--- config.mk ---
export PLATFORM = sky130hd
export DESIGN_NAME = vbad_fifo
export DESIGN_NICKNAME = d
export VERILOG_FILES = /design/src/rtl/assert_macros.svh /design/src/rtl/vbad_pkg.sv /design/src/rtl/vbad_fifo.sv
export SDC_FILE = /design/constraint.sdc
export NUM_CORES = 1
export LEC_CHECK = 0
export ABC_AREA = 1
export BUFFER_PORTS_ARGS = -buffer_cell sky130_fd_sc_hd__buf_2
export CORE_MARGIN = 2
export CORE_UTILIZATION = 45
export DETAILED_ROUTE_END_ITERATION = 8
export PLACE_DENSITY = 0.74
export SYNTH_ARGS = -nofsm -noshare
export SYNTH_HDL_FRONTEND = slang
export SYNTH_SLANG_ARGS = --single-unit
--- constraint.sdc ---
create_clock -name clk -period 2.14 [get_ports clk]
set_input_delay 0.214 -clock clk [delete_from_list [all_inputs] [get_ports clk]]
set_output_delay 0.214 -clock clk [all_outputs]
set_load 0.005 [all_outputs]
--- src/rtl/assert_macros.svh ---
// Assertion macros used by the top level to check its own logic.
`ifndef ASSERT_MACROS_SVH
`define ASSERT_MACROS_SVH

// Same-cycle implication, sampled on clk and muted while rst_n is low.
`define VBAD_ASSERT_NOW(label, ante, cons) \
  label: assert property (@(posedge clk) disable iff (!rst_n) (ante) |-> (cons)) \
    else $error("same-cycle check failed");

// Next-cycle implication, sampled on clk and muted while rst_n is low.
`define VBAD_ASSERT_NEXT(label, ante, cons) \
  label: assert property (@(posedge clk) disable iff (!rst_n) (ante) |=> (cons)) \
    else $error("next-cycle check failed");

`endif

--- src/rtl/vbad_pkg.sv ---
// Shared constants and types of the volume block average downsampler.
package vbad_pkg;

  // Defaults for the top level parameters.
  localparam int MAX_OUT_SIDE_DEF = 64;
  localparam int MAX_FACTOR_DEF   = 8;
  localparam int SAMPLE_BITS_DEF  = 32;

  // Configuration registers.
  localparam int CFG_IDX_W   = 2;
  localparam int CFG_DATA_W  = 7;
  localparam int FACTOR_W    = 4;
  localparam int OUT_SIZE_W  = 7;

  localparam logic [CFG_IDX_W-1:0]  CFG_FACTOR   = 2'd0;
  localparam logic [CFG_IDX_W-1:0]  CFG_OUT_SIZE = 2'd1;
  localparam logic [FACTOR_W-1:0]   FACTOR_RST   = 4'd1;
  localparam logic [OUT_SIZE_W-1:0] OUT_SIZE_RST = 7'd64;

  // Depth of the queue between the front and back parts (power of two).
  localparam int QDEPTH = 4;

  // Classification of one voxel inside its block.
  typedef struct packed {
    logic vol_end;
    logic last;
    logic first;
  } blk_flags_t;

  localparam int FLAGS_W = $bits(blk_flags_t);

  // Back part to divider.
  typedef struct packed {
    logic start;
    logic take;
  } div_ctl_t;

  // Divider to back part.
  typedef struct packed {
    logic busy;
    logic done;
  } div_sts_t;

  // Back part sequencer.
  typedef enum logic [1:0] {
    BK_IDLE,
    BK_ACC,
    BK_DIV
  } bk_state_t;

  // Back part events observed by the top level checks.
  typedef struct packed {
    logic out_load;
    logic div_start;
    logic div_busy;
  } bk_status_t;

endpackage

--- src/rtl/vbad_fifo.sv ---
// Short request queue between the front and back parts.
module vbad_fifo #(
  parameter int WIDTH = 8
) (
  input  logic             clk,
  input  logic             rst_n,
  input  logic             push,
  input  logic [WIDTH-1:0] wdata,
  input  logic             pop,
  output logic [WIDTH-1:0] rdata,
  output logic             full,
  output logic             empty
);

  localparam int PTR_W = (vbad_pkg::QDEPTH > 1) ? $clog2(vbad_pkg::QDEPTH) : 1;
  localparam int CNT_W = $clog2(vbad_pkg::QDEPTH + 1);

  logic [WIDTH-1:0] slot_r [vbad_pkg::QDEPTH];
  logic [PTR_W-1:0] wr_ptr_r, wr_ptr_nxt, rd_ptr_r, rd_ptr_nxt;
  logic [CNT_W-1:0] count_r, count_nxt;

  assign full  = (count_r == CNT_W'(vbad_pkg::QDEPTH));
  assign empty = (count_r == '0);
  assign rdata = slot_r[rd_ptr_r];

  // Pointer and fill count update.
  always_comb begin
    wr_ptr_nxt = wr_ptr_r;
    rd_ptr_nxt = rd_ptr_r;
    count_nxt  = count_r;
    if (push && !full) begin
      wr_ptr_nxt = wr_ptr_r + PTR_W'(1);
    end
    if (pop && !empty) begin
      rd_ptr_nxt = rd_ptr_r + PTR_W'(1);
    end
    if ((push && !full) && !(pop && !empty)) begin
      count_nxt = count_r + CNT_W'(1);
    end else if (!(push && !full) && (pop && !empty)) begin
      count_nxt = count_r - CNT_W'(1);
    end
  end

  always_ff @(posedge clk) begin
    if (!rst_n) begin
      wr_ptr_r <= '0;
      rd_ptr_r <= '0;
      count_r  <= '0;
    end else begin
      wr_ptr_r <= wr_ptr_nxt;
      rd_ptr_r <= rd_ptr_nxt;
      count_r  <= count_nxt;
    end
  end

  // Storage slots.
  always_ff @(posedge clk) begin
    if (push && !full) begin
      slot_r[wr_ptr_r] <= wdata;
    end
  end

endmodule

== After elaboration in Yosys (flattened, before gate mapping) ==
Memories as Yosys holds them, arrays and structs flattened. A register that Yosys moved wholly into a read port is not among the register bits.
Index checks and enable logic that the tools add are counted.
W data, S select, Z words.

* Add/subtract/negate cells: 4
* Equality and inequality tests: 1
* Muxes and demuxes: 6
* Reduce and logical (&&, ||, !) cells: 10

{| class="wikitable"
|+ Operators with widths
! kind !! count
|-
| $mux W3 || 2
|-
| $add A2 B1 Y2 const B || 2
|-
| $logic_and A1 B1 Y1 || 4
|-
| $logic_not A1 Y1 || 4
|-
| $mux W2 || 2
|-
| $add A3 B1 Y3 const B || 1
|-
| $eq A3 B3 Y1 const B || 1
|-
| $logic_not A3 Y1 || 1
|-
| $sub A3 B1 Y3 const B || 1
|-
| $mux W1 || 2
|-
| $reduce_bool A2 Y1 || 1
|}

* Register bits after elaboration: 7
* Bits in writable memories: 32
* Input port bits: 12
* Output and inout port bits: 10
* Logic and storage cells: 25
* Memories: 1

{| class="wikitable"
|+ Memory list
! memory !! words !! width !! rd ports !! clocked after Yosys merged registers in !! wr ports !! RTL line !! RTL
|-
| slot_r || 4 || 8 || 1 || 1 || 1 || vbad_fifo.sv:18 || <nowiki>logic [WIDTH-1:0] slot_r [vbad_pkg::QDEPTH];</nowiki>
|}

== Logic depth before layout (Yosys ltp) ==
Gate-level depths: netlist (run 1).

* Depth in word-level cells: 7
* Depth in mapped cells: 13

== Worst setup path after synthesis (run 1) ==
No wires, ideal clock.

* Path kind: register to register
* Start: reg count_r[0]
* End: reg count_r[2]
* Setup time: 113 ps
* Arrival: 1575 ps
* Data required time: 2027 ps
* Path slack: 452 ps
* Cell stages (with the launch flop): 14
* Path buffers: 0
* Period minus slack after synthesis: 1688 ps
* Path through: dfxtp_1 nor2_1 nand2_1 nand2_2 inv_1 ha_1 inv_1 fa_1 inv_1 nand2_1 nand3_1 nand2_1 nand2_1 nor2_1

* Cells in the longest elaborated chain, start to end: 6
* Elaborated cells between the ends (all ways): 15
* Classes of those cells: 2 x add/sub; 1 x eq/ne; 2 x mux; 10 x reduce/logical

{| class="wikitable"
|+ Ends and longest elaborated chain
! what !! RTL line !! RTL
|-
| from (decl) || vbad_fifo.sv:20 || <nowiki>logic [CNT_W-1:0] count_r, count_nxt;</nowiki>
|-
| from (signal assigned) || vbad_fifo.sv:52 || <nowiki>count_r <= count_nxt;</nowiki>
|-
| parallel branches: the longest is 6 deep, another holds $sub A3 B1 Y3 || -- ||
|}

Several ways; the timed one is not identified. The select of a mux whose other input is x is not followed.
A chain may end at the register's enable or synchronous reset.

== Worst setup path in the final report (run 1) ==
Same ends and word-level chain as after synthesis.

==> results of run 1 <==
cell usage after synthesis:
cell type / count / area [um2]
edfxtp_1: 32 / 961
nor2_1: 30 / 113
inv_1: 17 / 63.8
nand2_1: 13 / 48.8
o21ai_0: 13 / 65.1
dfxtp_1: 9 / 180
o22ai_1: 8 / 50.1
ha_1: 5 / 62.6
nand3_1: 4 / 20.0
a21oi_1: 3 / 15.0
o21ai_2: 3 / 26.3
buf_6: 2 / 22.5
nand2_2: 2 / 12.5
fa_1: 1 / 20.0
inv_2: 1 / 3.75
nand3b_1: 1 / 7.51
o21ai_1: 1 / 5.00
xor2_1: 1 / 8.76
cells by family after synthesis:
| family | Yosys count | share of synthesized area (%) |
|---|---|---|
| adders and majority gates | 6 | 4.90 |
| DFF | 41 | 67.7 |
| buffers and inverters | 20 | 5.34 |
| AOI/OAI and AO/OA | 28 | 9.58 |
| and+or+nand+nor | 50 | 12.0 |
| xor gates and xnor gates | 1 | 0.520 |
metrics by stage:
stage | std cells | power, W | setup WS [ns]
CTS | 225 | 0.00213 | 0.227
floorplan | 146 | 0.00146 | 0.452
finish | 225 | 0.00211 | 0.235
global placement | 218 | 0.00164 | 0.391
global route | 225 | 0.00225 | 0.0309
detailed placement | 218 | 0.00169 | 0.238
flip-flops by register name (all words and copies together), names as in the netlist, named ones only:
register,cells
count_r,3
slot_r,32
wr_ptr_r,2
rd_ptr_r,2
metal layers:
metal / up-vias / wire [um]
met2: 26 / 1550
met5: - / 0
met3: 4 / 152
met1: 533 / 1190
li1: 554 / -
met4: 0 / 26
final cells by class:
class / count / area (um2)
well taps: 48 / 60.1
clock inverters: 1 / 3.75
multi-input cells: 85 / 454
repair buffers: 26 / 143
inverters: 18 / 67.6
clock buffers: 6 / 72.6
fillers: 330 / 1690
flip-flops and latches: 41 / 1140
worst paths after layout:
| kind | start | to | slack (ns) |
|---|---|---|---|
| setup reg to reg | count_r[0] | count_r[2] | 0.23 |
| hold reg to reg | rd_ptr_r[1] | rd_ptr_r[1] | 0.51 |
| hold / removal | wdata[0] | slot_r[2][0] | 0.14 |
| setup / recovery | count_r[0] | count_r[2] | 0.23 |
cells in the final DEF (no fill, tap or decap), drive strengths merged:
cell and n:
nor2 30, xor2 1, a21oi 3, nand2 15, o22ai 8, ha 5
nand3 4, buf 26, clkbuf 6, edfxtp 32, clkinv 1, o21ai 17
inv 18, nand3b 1, fa 1, dfxtp 9
power by group:
part / leakage, nW / internal [W] / switching, W
logic: 0.370 / 0.000246 / 0.000365
clock network: 0.0387 / 0.000219 / 0.000227
registers: 0.367 / 0.000977 / 0.0000719
total: 0.776 / 0.00144 / 0.000664
==> metrics.csv, run 1 <==
metric,value,unit
run_status,"finished, final reports clean",
startpoint_type,register,
busiest_layer,met2,
grtUsageMet3,3.77,%
fin_skew,0.00704,ns
setup_viol,0,
synth_cell_types,18,
worst-path-buf-inv,3,
path_depth,13,
nets,195,
critical_path.slowest_cell,dfxtp_1,
port_buffers,21,
p_leak,0.776,nW
clk_latency,0.28,ns
cp_slowest_stage_delay,0.40,ns
crit_path_frequent_cell,nand2_1,
dr.first_iter.drc_count,52,
cts_root_buffer,clkbuf_8,
die_x,65.2,um
crit_required,2.33,ns
postSynthAreaPerCell,11.5,um2
cap_violations,0,
start_util,46.4,%
drv_slew,0,
max_slew.worst_pin.slew,0.337,ns
die_h,65.2,um
clk_path_buf_depth,2,
seq_area_frac_synth,67.7,%
rsz0062_at_grt,false,
crit_chain,nor2_1 > nand2_1 > nand2_2 > inv_1 > ha_1 > inv_1 > fa_1 > inv_1 > nand2_1 > nand3_1 > nand2_1 > nand2_1 > nor2_1,
grtUsageTotal,15.6,%
min_path_cells,1,
grt_pass1_vias,1183,
antenna_found_initial,0,
worstSetupPathType,register to register,
coreArea,3630,um2
max-slew-margin-rel,77.5,%
clk_pin_slew,0.07,ns
synth_nets,164,
fin_util,53.4,%
num_io_pins,22,
ys_ff_latch,41,
ctsHtreeMaxLevel,2,
hold_viol,0,
drc,0,
arrival,2.09,ns
final.period_utilization,89.0,%
grt_use_met2,29.2,%
power_density,1090,nW/um2
dieArea,4250,um2
area_growth,15.2,%
wl,2930,um
finalCriticalPeriod,1.91,ns
post-dp-hpwl,2100,um
yosys_warnings,0,
end_kind,register,
globalplace.congestion,0.731,
overflow,0,
via_count,1117,
finalHoldWorstSlack,0.144,ns
n_antenna_cell,0,
antenna_left,0,
ff2ff_path_depth,13,
hold_class,input pin to register,
cts_buffers,5,
cp_top_family,simple AND/OR/NAND/NOR gates,
cts_setup_buffers,0,
tns,0,ns
final_area,1940,um2
fmaxAchievable,525,MHz
cts_tree,yes,
synthCells,146,
path_max_fanout,5,
post_dp_cell_area,1870,um2
cts_resized,0,
grtUsageMet1,16.2,%
first_pass_iters,4,
syn_area,1690,um2
drt-wirelength-per-cell,13.0,um
cts.sinks,41,
num_rows,22,
grt_pass1_wl,4900,um
grt_max_degree,17,
cts_hold_buf,0,
via_per_inst,4.96,
drive_gt1_share,20.9,%
peakVddDrop,0.610,mV
Power figures use the tool's default switching activity.
==> inputs of run 2 (changes only) <==
RECOVER_POWER = 100   (was not set)
REMOVE_ABC_BUFFERS = 1   (was not set)
==> run 2 against run 1 <==
First-iteration DRC count is 7.7% higher. Combinational power is 4.3% lower. Wire length is 4.9% higher. Fmax is 1.5% lower. Worst setup slack worse by 0.029 ns. Count of clock-buffer cells in the layout is 1 lower. Cell count is 0.44% higher. Non-clock buffer count stayed put. Hold slack better by 0.040 ns. Largest power group unchanged. Highest routed layer unchanged.
==> metrics.csv, run 2 (synthesis gave the netlist of run 1 again) <==
metric,value,unit,change
grt_pass1_wl,4940,um,+0.84%
reg.largest.list,"slot_r x32, count_r x3",,
fin_skew,0.00289,ns,-0.00415 ns
grtUsageMet3,7.19,%,+3.4 points
first_pass_iters,4,,unchanged
cts.sinks,41,,unchanged
antenna_found_initial,0,,unchanged
area_growth,13.4,%,
final_common_cell,edfxtp_1,,
busiest_layer,met2,,
n_antenna_cell,0,,unchanged
dr.first_iter.drc_count,56,,+7.7%
p_sw,0.000692,W,+4.3%
pwr-share-comb,27.7,%,-1.3 points
cts_setup_buffers,0,,unchanged
clk_pin_slew,0.07,ns,about the same
final_cell_mix,"32 x edfxtp_1, 30 x nor2_1, 17 x inv_1, 17 x clkbuf_1",,
worstSetupPathType,register to register,,
power.share.sequential,49.9,%,about the same
dp_cells,218,,unchanged
final_cells,226,,+0.44%
antenna_left,0,,unchanged
port_buffers,21,,unchanged
num_io_pins,22,,unchanged
startpoint_type,register,,
end_kind,register,,
grt_max_degree,17,,unchanged
grtUsageMet1,16.7,%,+0.49 points
p_int,0.00142,W,-1.7%
cts_tree,yes,,
final.period_utilization,90.4,%,+1.3 points
fmaxAchievable,517,MHz,-1.5%
cts_buffers,5,,unchanged
overflow,0,,unchanged
swShare,32.8,%,+1.3 points
grtUsageTotal,16.0,%,+0.42 points
clk_path_buf_depth,2,,unchanged
power_frac_clock,22.5,%,+1.3 points
fin_util,52.6,%,-0.83 points
power_density,1100,nW/um2,+1.8%
via_per_inst,5.08,,+2.2%
via_count,1147,,+2.7%
cts_resized,0,,unchanged
tns,0,ns,unchanged
peakVddDrop,0.541,mV,-11%
max-slew-margin-rel,63.9,%,-14 points
rsz0062_at_grt,false,,
drc,0,,unchanged
crit_required,2.33,ns,about the same
run_status,"finished, final reports clean",,
path_max_fanout,5,,unchanged
ctsHtreeMaxLevel,2,,unchanged
clk_latency,0.29,ns,about the same
max_slew.worst_pin.slew,0.542,ns,+0.205 ns
largest_register,slot_r,,
num_rows,22,,unchanged
die_h,65.2,um,unchanged
cts_hold_buf,0,,unchanged
grt_use_met2,27.9,%,-1.3 points
drv_slew,0,,unchanged
dieArea,4250,um2,unchanged
cts_root_buffer,clkbuf_8,,
arrival,2.12,ns,+0.03 ns
p_leak,0.727,nW,-6.4%
drt-wirelength-per-cell,13.6,um,+4.4%
hold_class,input pin to register,,
coreArea,3630,um2,unchanged
hold_viol,0,,unchanged
start_util,46.4,%,unchanged
setup_viol,0,,unchanged
post_dp_cell_area,1870,um2,unchanged
nets,195,,unchanged
wl,3070,um,+4.9%
cap_violations,0,,unchanged
finalCriticalPeriod,1.93,ns,+0.0286 ns
drive_gt1_share,11.8,%,-9.1 points
post-dp-hpwl,2130,um,+1.7%
final_area,1910,um2,-1.5%
grt_pass1_vias,1144,,-3.3%
largest_register_ffs,32,,unchanged
globalplace.congestion,0.760,,+4.0%
die_x,65.2,um,unchanged
==> run 2: per-layer routing <==
metal,part of all wire [%],vias up
met1,42,558
met2,51,23
met3,5.1,5
li1,-,561
met5,0,-
met4,1.4,0
==> run 2: worst paths after layout <==
path | from | endpoint | slack, ns | depth (start not counted)
min reg2reg | rd_ptr_r[0] | rd_ptr_r[0] | 0.52 | 2
max | count_r[0] | count_r[2] | 0.21 | 13
min | wdata[5] | slot_r[1][5] | 0.18 | 1
max reg2reg | count_r[0] | count_r[2] | 0.21 | 13
==> run 2: through the flow <==
step / total power (W) / setup slack, ns / hold WS, ns
after floorplan: 0.00144 / 0.452 / 0.313
after global placement: 0.00164 / 0.390 / 0.430
after detailed placement: 0.00169 / 0.238 / 0.438
after CTS: 0.00216 / 0.214 / 0.133
after global routing: 0.00225 / 0.0532 / 0.182
final: 0.00211 / 0.206 / 0.184
==> run 2: power by group through the flow <==
stage | clock (W) | sequential, W | combinational, W
2_1_floorplan | 0 | 0.00106 | 0.000377
3_3_place_gp | 0 | 0.00106 | 0.000580
3_5_place_dp | 0 | 0.00107 | 0.000618
4_1_cts | 0.000485 | 0.00105 | 0.000621
5_1_grt | 0.000522 | 0.00107 | 0.000661
6_report | 0.000474 | 0.00105 | 0.000585
==> run 2: critical path, stage by stage, from the launching register on <==
cell and delay, ns:
dfxtp_1 0.41, nor2_1 0.09, nand2_1 0.14, nand2_2 0.10, inv_1 0.11, ha_1 0.19, inv_1 0.08, fa_1 0.39
inv_1 0.07, nand2_1 0.05, nand3_1 0.08, nand2_1 0.05, nand2_1 0.05, nor2_1 0.03
==> run 2: final cells by class <==
cell class	count	area, um2
Timing Repair Buffer	26	109
Tap cell	48	60.1
Multi-Input combinational cell	85	448
Inverter	18	67.6
Clock inverter	3	17.5
Sequential cell	41	1140
Fill cell	352	1720
Clock buffer	5	68.8
