`src/rtl/assert_macros.svh`:
```
// Assertion macros used by the top level to check its own logic.
`ifndef ASSERT_MACROS_SVH
`define ASSERT_MACROS_SVH

// Same-cycle implication, sampled on clk and muted while rst_n is low.
`define VBAD_ASSERT_NOW(label, ante, cons) \
  label: assert property (@(posedge clk) disable iff (!rst_n) (ante) |-> (cons)) \
    else $error("same-cycle check failed");

// Next-cycle implication, sampled on clk and muted while rst_n is low.
`define VBAD_ASSERT_NEXT(label, ante, cons) \
  label: assert property (@(posedge clk) disable iff (!rst_n) (ante) |=> (cons)) \
    else $error("next-cycle check failed");

`endif

```
`src/rtl/vbad_pkg.sv`:
```
// Shared constants and types of the volume block average downsampler.
package vbad_pkg;

  // Defaults for the top level parameters.
  localparam int MAX_OUT_SIDE_DEF = 64;
  localparam int MAX_FACTOR_DEF   = 8;
  localparam int SAMPLE_BITS_DEF  = 32;

  // Configuration registers.
  localparam int CFG_IDX_W   = 2;
  localparam int CFG_DATA_W  = 7;
  localparam int FACTOR_W    = 4;
  localparam int OUT_SIZE_W  = 7;

  localparam logic [CFG_IDX_W-1:0]  CFG_FACTOR   = 2'd0;
  localparam logic [CFG_IDX_W-1:0]  CFG_OUT_SIZE = 2'd1;
  localparam logic [FACTOR_W-1:0]   FACTOR_RST   = 4'd1;
  localparam logic [OUT_SIZE_W-1:0] OUT_SIZE_RST = 7'd64;

  // Depth of the queue between the front and back parts (power of two).
  localparam int QDEPTH = 4;

  // Classification of one voxel inside its block.
  typedef struct packed {
    logic vol_end;
    logic last;
    logic first;
  } blk_flags_t;

  localparam int FLAGS_W = $bits(blk_flags_t);

  // Back part to divider.
  typedef struct packed {
    logic start;
    logic take;
  } div_ctl_t;

  // Divider to back part.
  typedef struct packed {
    logic busy;
    logic done;
  } div_sts_t;

  // Back part sequencer.
  typedef enum logic [1:0] {
    BK_IDLE,
    BK_ACC,
    BK_DIV
  } bk_state_t;

  // Back part events observed by the top level checks.
  typedef struct packed {
    logic out_load;
    logic div_start;
    logic div_busy;
  } bk_status_t;

endpackage

```
`src/rtl/vbad_front.sv`:
```
// Front part: configuration registers, voxel position tracking and block classification.
module vbad_front #(
  parameter int MAX_OUT_SIDE = vbad_pkg::MAX_OUT_SIDE_DEF,
  parameter int MAX_FACTOR   = vbad_pkg::MAX_FACTOR_DEF,
  parameter int SAMPLE_BITS  = vbad_pkg::SAMPLE_BITS_DEF,
  localparam int CUBE_W = $clog2(MAX_FACTOR * MAX_FACTOR * MAX_FACTOR + 1),
  localparam int ADDR_W = (MAX_OUT_SIDE > 1) ? $clog2(MAX_OUT_SIDE * MAX_OUT_SIDE) : 1
) (
  input  logic                                             clk,
  input  logic                                             rst_n,
  input  logic                                             cfg_we,
  input  logic [vbad_pkg::CFG_IDX_W-1:0]                   cfg_index,
  input  logic [vbad_pkg::CFG_DATA_W-1:0]                  cfg_wdata,
  input  logic                                             push,
  input  logic signed [SAMPLE_BITS-1:0]                    sample,
  output logic [SAMPLE_BITS+ADDR_W+vbad_pkg::FLAGS_W-1:0]  item,
  output logic [CUBE_W-1:0]                                cube
);

  localparam int SUB_W  = (MAX_FACTOR > 1) ? $clog2(MAX_FACTOR) : 1;
  localparam int BLK_W  = (MAX_OUT_SIDE > 1) ? $clog2(MAX_OUT_SIDE) : 1;
  localparam int FW     = $clog2(MAX_FACTOR + 1);
  localparam int NW     = $clog2(MAX_OUT_SIDE + 1);
  localparam int SQ_W   = $clog2(MAX_FACTOR * MAX_FACTOR + 1);
  localparam int PROD_W = BLK_W + NW + 1;

  logic [vbad_pkg::FACTOR_W-1:0]   factor_r, factor_nxt;
  logic [vbad_pkg::OUT_SIZE_W-1:0] out_size_r, out_size_nxt;
  logic                            restart;

  logic [FW-1:0]     eff_f;
  logic [NW-1:0]     eff_n;
  logic [SUB_W-1:0]  f_m1;
  logic [BLK_W-1:0]  n_m1;
  logic [SQ_W-1:0]   sq_r;
  logic [CUBE_W-1:0] cube_r;

  logic [SUB_W-1:0] sub_o_r, sub_m_r, sub_i_r, sub_o_nxt, sub_m_nxt, sub_i_nxt;
  logic [BLK_W-1:0] blk_o_r, blk_m_r, blk_i_r, blk_o_nxt, blk_m_nxt, blk_i_nxt;

  logic se_o, se_m, se_i, be_o, be_m, be_i;
  logic carry_m, carry_o;
  logic [PROD_W-1:0] cell_full;
  logic [ADDR_W-1:0] cell_addr;
  vbad_pkg::blk_flags_t flags;

  // Register writes; a write to a known index restarts the volume.
  always_comb begin
    factor_nxt   = factor_r;
    out_size_nxt = out_size_r;
    restart      = 1'b0;
    if (cfg_we) begin
      case (cfg_index)
        vbad_pkg::CFG_FACTOR: begin
          factor_nxt = cfg_wdata[vbad_pkg::FACTOR_W-1:0];
          restart    = 1'b1;
        end
        vbad_pkg::CFG_OUT_SIZE: begin
          out_size_nxt = cfg_wdata[vbad_pkg::OUT_SIZE_W-1:0];
          restart      = 1'b1;
        end
        default: begin
          restart = 1'b0;
        end
      endcase
    end
  end

  always_ff @(posedge clk) begin
    if (!rst_n) begin
      factor_r   <= vbad_pkg::FACTOR_RST;
      out_size_r <= vbad_pkg::OUT_SIZE_RST;
    end else begin
      factor_r   <= factor_nxt;
      out_size_r <= out_size_nxt;
    end
  end

  // Effective factor and side, clamped into the supported range.
  always_comb begin
    if (factor_r == '0) begin
      eff_f = FW'(1);
    end else if (int'(factor_r) > MAX_FACTOR) begin
      eff_f = FW'(MAX_FACTOR);
    end else begin
      eff_f = FW'(factor_r);
    end
    if (out_size_r == '0) begin
      eff_n = NW'(1);
    end else if (int'(out_size_r) > MAX_OUT_SIDE) begin
      eff_n = NW'(MAX_OUT_SIDE);
    end else begin
      eff_n = NW'(out_size_r);
    end
  end

  assign f_m1 = SUB_W'(eff_f - FW'(1));
  assign n_m1 = BLK_W'(eff_n - NW'(1));

  // Block volume factor cubed, one multiplication per register stage.
  always_ff @(posedge clk) begin
    if (!rst_n) begin
      sq_r   <= SQ_W'(1);
      cube_r <= CUBE_W'(1);
    end else begin
      sq_r   <= SQ_W'(eff_f) * SQ_W'(eff_f);
      cube_r <= CUBE_W'(sq_r) * CUBE_W'(eff_f);
    end
  end

  assign cube = cube_r;

  // End-of-block and end-of-side detection per axis.
  assign se_i = (sub_i_r == f_m1);
  assign se_m = (sub_m_r == f_m1);
  assign se_o = (sub_o_r == f_m1);
  assign be_i = (blk_i_r == n_m1);
  assign be_m = (blk_m_r == n_m1);
  assign be_o = (blk_o_r == n_m1);

  assign carry_m = se_i && be_i;
  assign carry_o = carry_m && se_m && be_m;

  // Position advance: the inner axis steps on every voxel, the others on carry.
  always_comb begin
    sub_i_nxt = sub_i_r;
    blk_i_nxt = blk_i_r;
    sub_m_nxt = sub_m_r;
    blk_m_nxt = blk_m_r;
    sub_o_nxt = sub_o_r;
    blk_o_nxt = blk_o_r;
    if (push) begin
      if (se_i) begin
        sub_i_nxt = '0;
        blk_i_nxt = be_i ? '0 : blk_i_r + BLK_W'(1);
      end else begin
        sub_i_nxt = sub_i_r + SUB_W'(1);
      end
      if (carry_m) begin
        if (se_m) begin
          sub_m_nxt = '0;
          blk_m_nxt = be_m ? '0 : blk_m_r + BLK_W'(1);
        end else begin
          sub_m_nxt = sub_m_r + SUB_W'(1);
        end
      end
      if (carry_o) begin
        if (se_o) begin
          sub_o_nxt = '0;
          blk_o_nxt = be_o ? '0 : blk_o_r + BLK_W'(1);
        end else begin
          sub_o_nxt = sub_o_r + SUB_W'(1);
        end
      end
    end
    if (restart) begin
      sub_i_nxt = '0;
      blk_i_nxt = '0;
      sub_m_nxt = '0;
      blk_m_nxt = '0;
      sub_o_nxt = '0;
      blk_o_nxt = '0;
    end
  end

  always_ff @(posedge clk) begin
    if (!rst_n) begin
      sub_i_r <= '0;
      blk_i_r <= '0;
      sub_m_r <= '0;
      blk_m_r <= '0;
      sub_o_r <= '0;
      blk_o_r <= '0;
    end else begin
      sub_i_r <= sub_i_nxt;
      blk_i_r <= blk_i_nxt;
      sub_m_r <= sub_m_nxt;
      blk_m_r <= blk_m_nxt;
      sub_o_r <= sub_o_nxt;
      blk_o_r <= blk_o_nxt;
    end
  end

  // Accumulator address within the plane and block classification.
  assign cell_full = PROD_W'(blk_m_r) * PROD_W'(eff_n) + PROD_W'(blk_i_r);
  assign cell_addr = cell_full[ADDR_W-1:0];

  assign flags.first   = (sub_i_r == '0) && (sub_m_r == '0) && (sub_o_r == '0);
  assign flags.last    = se_i && se_m && se_o;
  assign flags.vol_end = flags.last && be_i && be_m && be_o;

  assign item = {sample, cell_addr, flags};

endmodule

```
`config.mk`:
```
export PLATFORM = sky130hd
export DESIGN_NAME = vbad_front
export DESIGN_NICKNAME = d
export VERILOG_FILES = /design/src/rtl/assert_macros.svh /design/src/rtl/vbad_pkg.sv /design/src/rtl/vbad_front.sv
export SDC_FILE = /design/constraint.sdc
export NUM_CORES = 1
export LEC_CHECK = 0
export ABC_AREA = 1
export ABC_CLOCK_PERIOD_IN_PS = 6320
export BUFFER_PORTS_ARGS = -buffer_cell sky130_fd_sc_hd__buf_4
export CAP_MARGIN = 10
export CORE_UTILIZATION = 50
export DETAILED_ROUTE_END_ITERATION = 16
export PLACE_DENSITY = 0.77
export SYNTH_ARGS = -nofsm -noshare
export SYNTH_HDL_FRONTEND = slang
export SYNTH_SLANG_ARGS = --single-unit
```
`constraint.sdc`:
```
create_clock -name clk -period 6.32 [get_ports clk]
set_input_delay 1.264 -clock clk [delete_from_list [all_inputs] [get_ports clk]]
set_output_delay 1.264 -clock clk [all_outputs]
set_load 0.05 [all_outputs]
```
# --- After elaboration in Yosys (flattened, before gate mapping) ---
# Index checks and enable logic that the tools add are counted.
word_totals:
  latch_bits: 0
  reg_bits: 55
  output_inout_bits: 57
  elab_cells: 69
  rom_bits: 0
  ram_bits: 0
  input_bits: 45
  mem_count: 0
classes:
  n_mul: 3
  shifts: 0
  n_bitwise: 1
  addsub: 9
  n_mux: 12
  div: 0
  n_eq_ne: 7
  n_lt_le_gt_ge: 2
  n_reduce_logical: 25
ops:
  columns: ["operator", "n"]
  rows:
  - ["6-bit by 1-bit adder with 6-bit output, second input constant", 3]
  - ["6-bit equality test", 3]
  - ["6-bit 2-to-1 mux", 3]
  - ["7-bit 2-to-1 mux", 2]
  - ["12-bit by 6-bit adder with 12-bit output", 1]
  - ["6-bit by 7-bit multiplier with 12-bit output", 1]
  - ["1-bit logical AND", 10]
  - ["7-bit by 4-bit multiplier with 10-bit output", 1]
  - ["2-bit AND reduction", 5]
  - ["3-bit by 1-bit adder with 3-bit output, second input constant", 3]
  - ["3-bit equality test", 3]
  - ["3-bit zero test", 3]
  - ["3-bit 2-to-1 mux", 3]
  - ["4-bit 2-to-1 mux", 2]
  - ["7-bit greater-than comparator, second input constant", 1]
  - ["7-bit zero test", 1]
  - ["4-bit by 4-bit multiplier with 7-bit output", 1]
  - ["3-bit AND reduction", 2]
  - ["6-bit by 1-bit subtractor with 6-bit output, second input constant", 1]
  - ["4-bit greater-than comparator, second input constant", 1]
  - ["4-bit zero test", 1]
  - ["2-bit OR reduction", 2]
  - ["3-bit by 1-bit subtractor with 3-bit output, second input constant", 1]
  - ["2-bit by 1-bit equality test with 1-bit output, second input constant", 1]
  - ["3 further kinds", 4]

# --- Longest topological paths before layout ---
logic_depth:
  word_depth: 10
  mapped_depth: 21
  depth_no_buf: 21

# --- Worst setup path after synthesis ---
# OpenSTA, ideal clock, no wires.
synth_path:
  path_type: "reg2out"
  start: "register out_size_r[6] (netlist name)"
  end: "output port item[14] (netlist name)"
  n_path_buf: 0
  arrival_ns: 4.671
  setup_slack_ns: 0.385
  stages_incl_launch_ff: 20
  path_cell_list: "dfxtp_1 > inv_2 > nand3_1 > nor2_1 > nor2_2 > nor2_1 > fa_1 > inv_1 > fa_1 > fa_1 > inv_1 > fa_1 > ha_1 > a21oi_1 > o21ai_0 > a21oi_1 > nor2_1 > o21ai_0 > nand2_1 > xnor2_1"
synth_between:
  elab_chain_cells: 5
  elab_cells_between_ends: 6
synth_rtl:
  columns: ["element", "line", "source"]
  rows:
  - ["from (decl)", "vbad_front.sv:28", "logic [vbad_pkg::OUT_SIZE_W-1:0] out_size_r, out_size_nxt;"]
  - ["from (signal assigned)", "vbad_front.sv:72", "out_size_r <= vbad_pkg::OUT_SIZE_RST;"]
  - ["from (signal assigned)", "vbad_front.sv:75", "out_size_r <= out_size_nxt;"]
  - ["7-bit greater-than comparator", "vbad_front.sv:90", "end else if (int'(out_size_r) > MAX_OUT_SIDE) begin"]
  - ["7-bit 2-to-1 mux", "vbad_front.sv:90", null]
  - ["7-bit 2-to-1 mux (*)", "vbad_front.sv:88", "if (out_size_r == '0) begin"]
  - ["6-bit by 7-bit multiplier with 12-bit output (*)", "vbad_front.sv:185", "assign cell_full = PROD_W'(blk_m_r) * PROD_W'(eff_n) + PROD_W'(blk_i_r);"]
  - ["12-bit by 6-bit adder with 12-bit output (*)", "vbad_front.sv:185", null]
  - ["to (decl)", "vbad_front.sv:16", "output logic [SAMPLE_BITS+ADDR_W+vbad_pkg::FLAGS_W-1:0] item,"]
# Mark *: on every way between the ends. The rest lies on a longest branch, timed or not.

# --- Final worst setup path ---
# Ends and elaborated chain as after synthesis.

==> metrics.txt <==
status=complete, no violations; maximum root-to-sink buffer count=2; gr usage total=22.2%; cts bufs inserted=5; Detailed Route WL=12.0 mm; vias=4612; Root Driver=clkbuf_8; Core ar.=0.0104 mm2; fin crit share=96.5%; Initial Utilization=52.2%; Die H=106 um; Final ANT Viol Nets=0; Worst-path clk slew=0.10 ns; Cell Area, Placed=0.00560 mm2; switch share=33.0%; Bufs and invs on worst path=4; final number of max-transition violations=0; WHS=0.502 ns; Max Cap Viol=0; # clock sinks=54; Syn Area/Cell=7.30 um2; P&R area growth vs syn=5.48%; most frequent cells after synthesis=nand2_1 (137), inv_1 (112), nor2_1 (94); Crit path largest cell delay=0.55 ns; row cnt=37; Yosys reg bits=54; leakage=0.00295 uW; Layout Nets=889; RSZ-0062 raised after global routing=true; IO Count=102; synthesized netlist cell count=745; P_int=527 uW; Vias/cell=5.19; IR drop worst, VDD=0.136 mV; Clk pwr share=30.9%; Starting DRT DRC Count=229; Crit path max-delay family=adder cells; H-tree Lvls=2; NetSw=260 uW; crit start category=register; Setup CP Type=register to primary output; most used cell, CP=fa_1; top post-synthesis cells by area=dfxtp_1 (20%), ha_1 (14%), fa_1 (13%); Ys Warns=0; Synth top area share=19.9%; count of hold-fix buffers inserted at cts=0; Die ar.=0.0113 mm2; Yosys top cell by area=dfxtp_1; CTS tree=done; largest net degree at the start of global routing=29; post-DR wirelength/cell=13.5 um; hold crit path type=register to register; count leader, synth=nand2_1; RePlAce Congestion=0.895; first-pass GRT wire length=20.3 mm; post-synthesis sequential area ratio=19.9%; crit end category=primary output; layout cells sized above 1=10.6%; clock skew=0.00871 ns; total grt overflow=0; crit path cell chain=inv_2 > nand3_1 > nor2_1 > nor2_4 > nor2_1 > fa_1 > inv_1 > fa_1 > fa_1 > inv_1 > fa_1 > ha_1 > a21oi_1 > o21ai_0 > a21oi_2 > nor2_1 > o21ai_0 > nand2_1 > xnor2_1 > buf_4; Period minus WS final=6.10 ns; FMAX=164 MHz; Synth cell types=39; Async SR Flop Fraction=0%; port bufs=37; initial antenna violation count=0; Main synth FF type=dfxtp_1; CP arrival=4.83 ns; Power per Cell Area=137 mW/mm2; Synth Cell Area=0.00544 mm2; final hold violations=0; maximum fanout along the worst path=13; CP Data Required Time=5.06 ns; actual slew at the worst max-slew pin=0.524 ns; Comb pwr share=23.1%; Seq pwr share=46.0%; DP Wirelength=9.65 mm; number of global-route vias before repair=4493; antenna diode count=0; final setup fails=0; slew margin rel.=64.9%; design area=0.00573 mm2; DRC violations left=0; Die W=106 um; CP max-delay cell=fa_1; Post-synth EDFFs=0; First-pass DRT Iterations=5; Worst-Skew Late Latency=0.32 ns
## area by class of cell
type,instances,area [um2]
Tap cell,136,170
Fill cell,1011,4680
Inverter,121,454
Timing Repair Buffer,38,285
Clock inverter,2,37.5
Clock buffer,6,72.6
Sequential cell,54,1080
Multi-Input combinational cell,531,3630
## cell usage in the layout, fill, tap and decap left out, types with 6 or more instances in the layout
cell,synthesis,final
nand4_1,10,10
nand2_2,6,7
ha_1,59,59
conb_1,2,6
nor2_1,94,94
nor3_1,8,8
xor2_1,24,24
a21oi_1,43,41
nand2_1,137,136
o21ai_0,31,31
inv_1,112,112
dfxtp_1,54,53
fa_1,34,34
xnor2_1,7,7
inv_2,8,8
nand3_1,43,43
buf_4,35,38
nor2_4,6,7
## logic make-up after synthesis
family	count (synthesis)	synth area share (%)
adders and majority gates	93	26.1
buffers and inverters	164	13.9
and+or+nand+nor	318	26.9
xor gates and xnor gates	32	5.29
other	2	0.138
AOI/OAI and AO/OA	82	7.80
DFF	54	19.9
## final timing paths
check / slack, ns / to / cells past startpoint / start
worst max register to register: 2.71 / cube[8] / 15 / factor_r[3]
worst min-delay path: 0.50 / out_size_r[0] / 2 / out_size_r[0]
worst max-delay path: 0.22 / item[14] / 20 / out_size_r[6]
worst min register to register: 0.50 / out_size_r[0] / 2 / out_size_r[0]
## sequential cells by signal, indices dropped and copies added, names as in the netlist
signal      flops
blk_i_r         6
blk_m_r         6
blk_o_r         6
cube           10
factor_r        4
out_size_r      7
sq_r            6
sub_i_r         3
sub_m_r         3
sub_o_r         3
## timing repair
action,4_1_cts,5_1_grt
setup endpoints to repair,2,2
pin swaps,0,0
setup buffers,0,0
hold endpoints to repair,0,0
gates resized for setup,1,5
cloned,0,0
## per-stage QoR
stage | util (%) | TNS [ns] | instances | worst slack (ns) | total power [uW]
2_1_floorplan | - | 0 | 749 | 0.385 | 560
3_3_place_gp | 53.8 | 0 | 880 | 0.439 | 546
3_5_place_dp | 53.8 | 0 | 880 | 0.287 | 551
4_1_cts | 54.9 | 0 | 888 | 0.0624 | 787
5_1_grt | 55.0 | -0.0183 | 888 | -0.0183 | 822
6_report | 55.0 | 0 | 888 | 0.224 | 787
## routing by layer
metal  track usage, %  up-vias  part of all wire [%]
li1                 -     2322                     -
met5                0        -                     0
met2             40.5      114                    51
met3             2.82       26                   4.7
met4             6.94        0                   2.0
met1             26.9     2150                    42
## power by group through the flow
stage          combinational [uW]  sequential, uW  clock, uW
6_report                      182             362        243
5_1_grt                       201             364        258
4_1_cts                       181             362        244
3_5_place_dp                  181             370          0
3_3_place_gp                  176             370          0
2_1_floorplan                 175             385          0
## worst register-to-register path, delay by kind of cell (launching register included)
kind	cells	cell delay (ns)
adders and majority gates	3	1.49
and+or+nand+nor	6	0.98
AOI/OAI and AO/OA	4	0.55
DFF	1	0.43
buffers and inverters	2	0.11
Power figures use the tool's default switching activity.
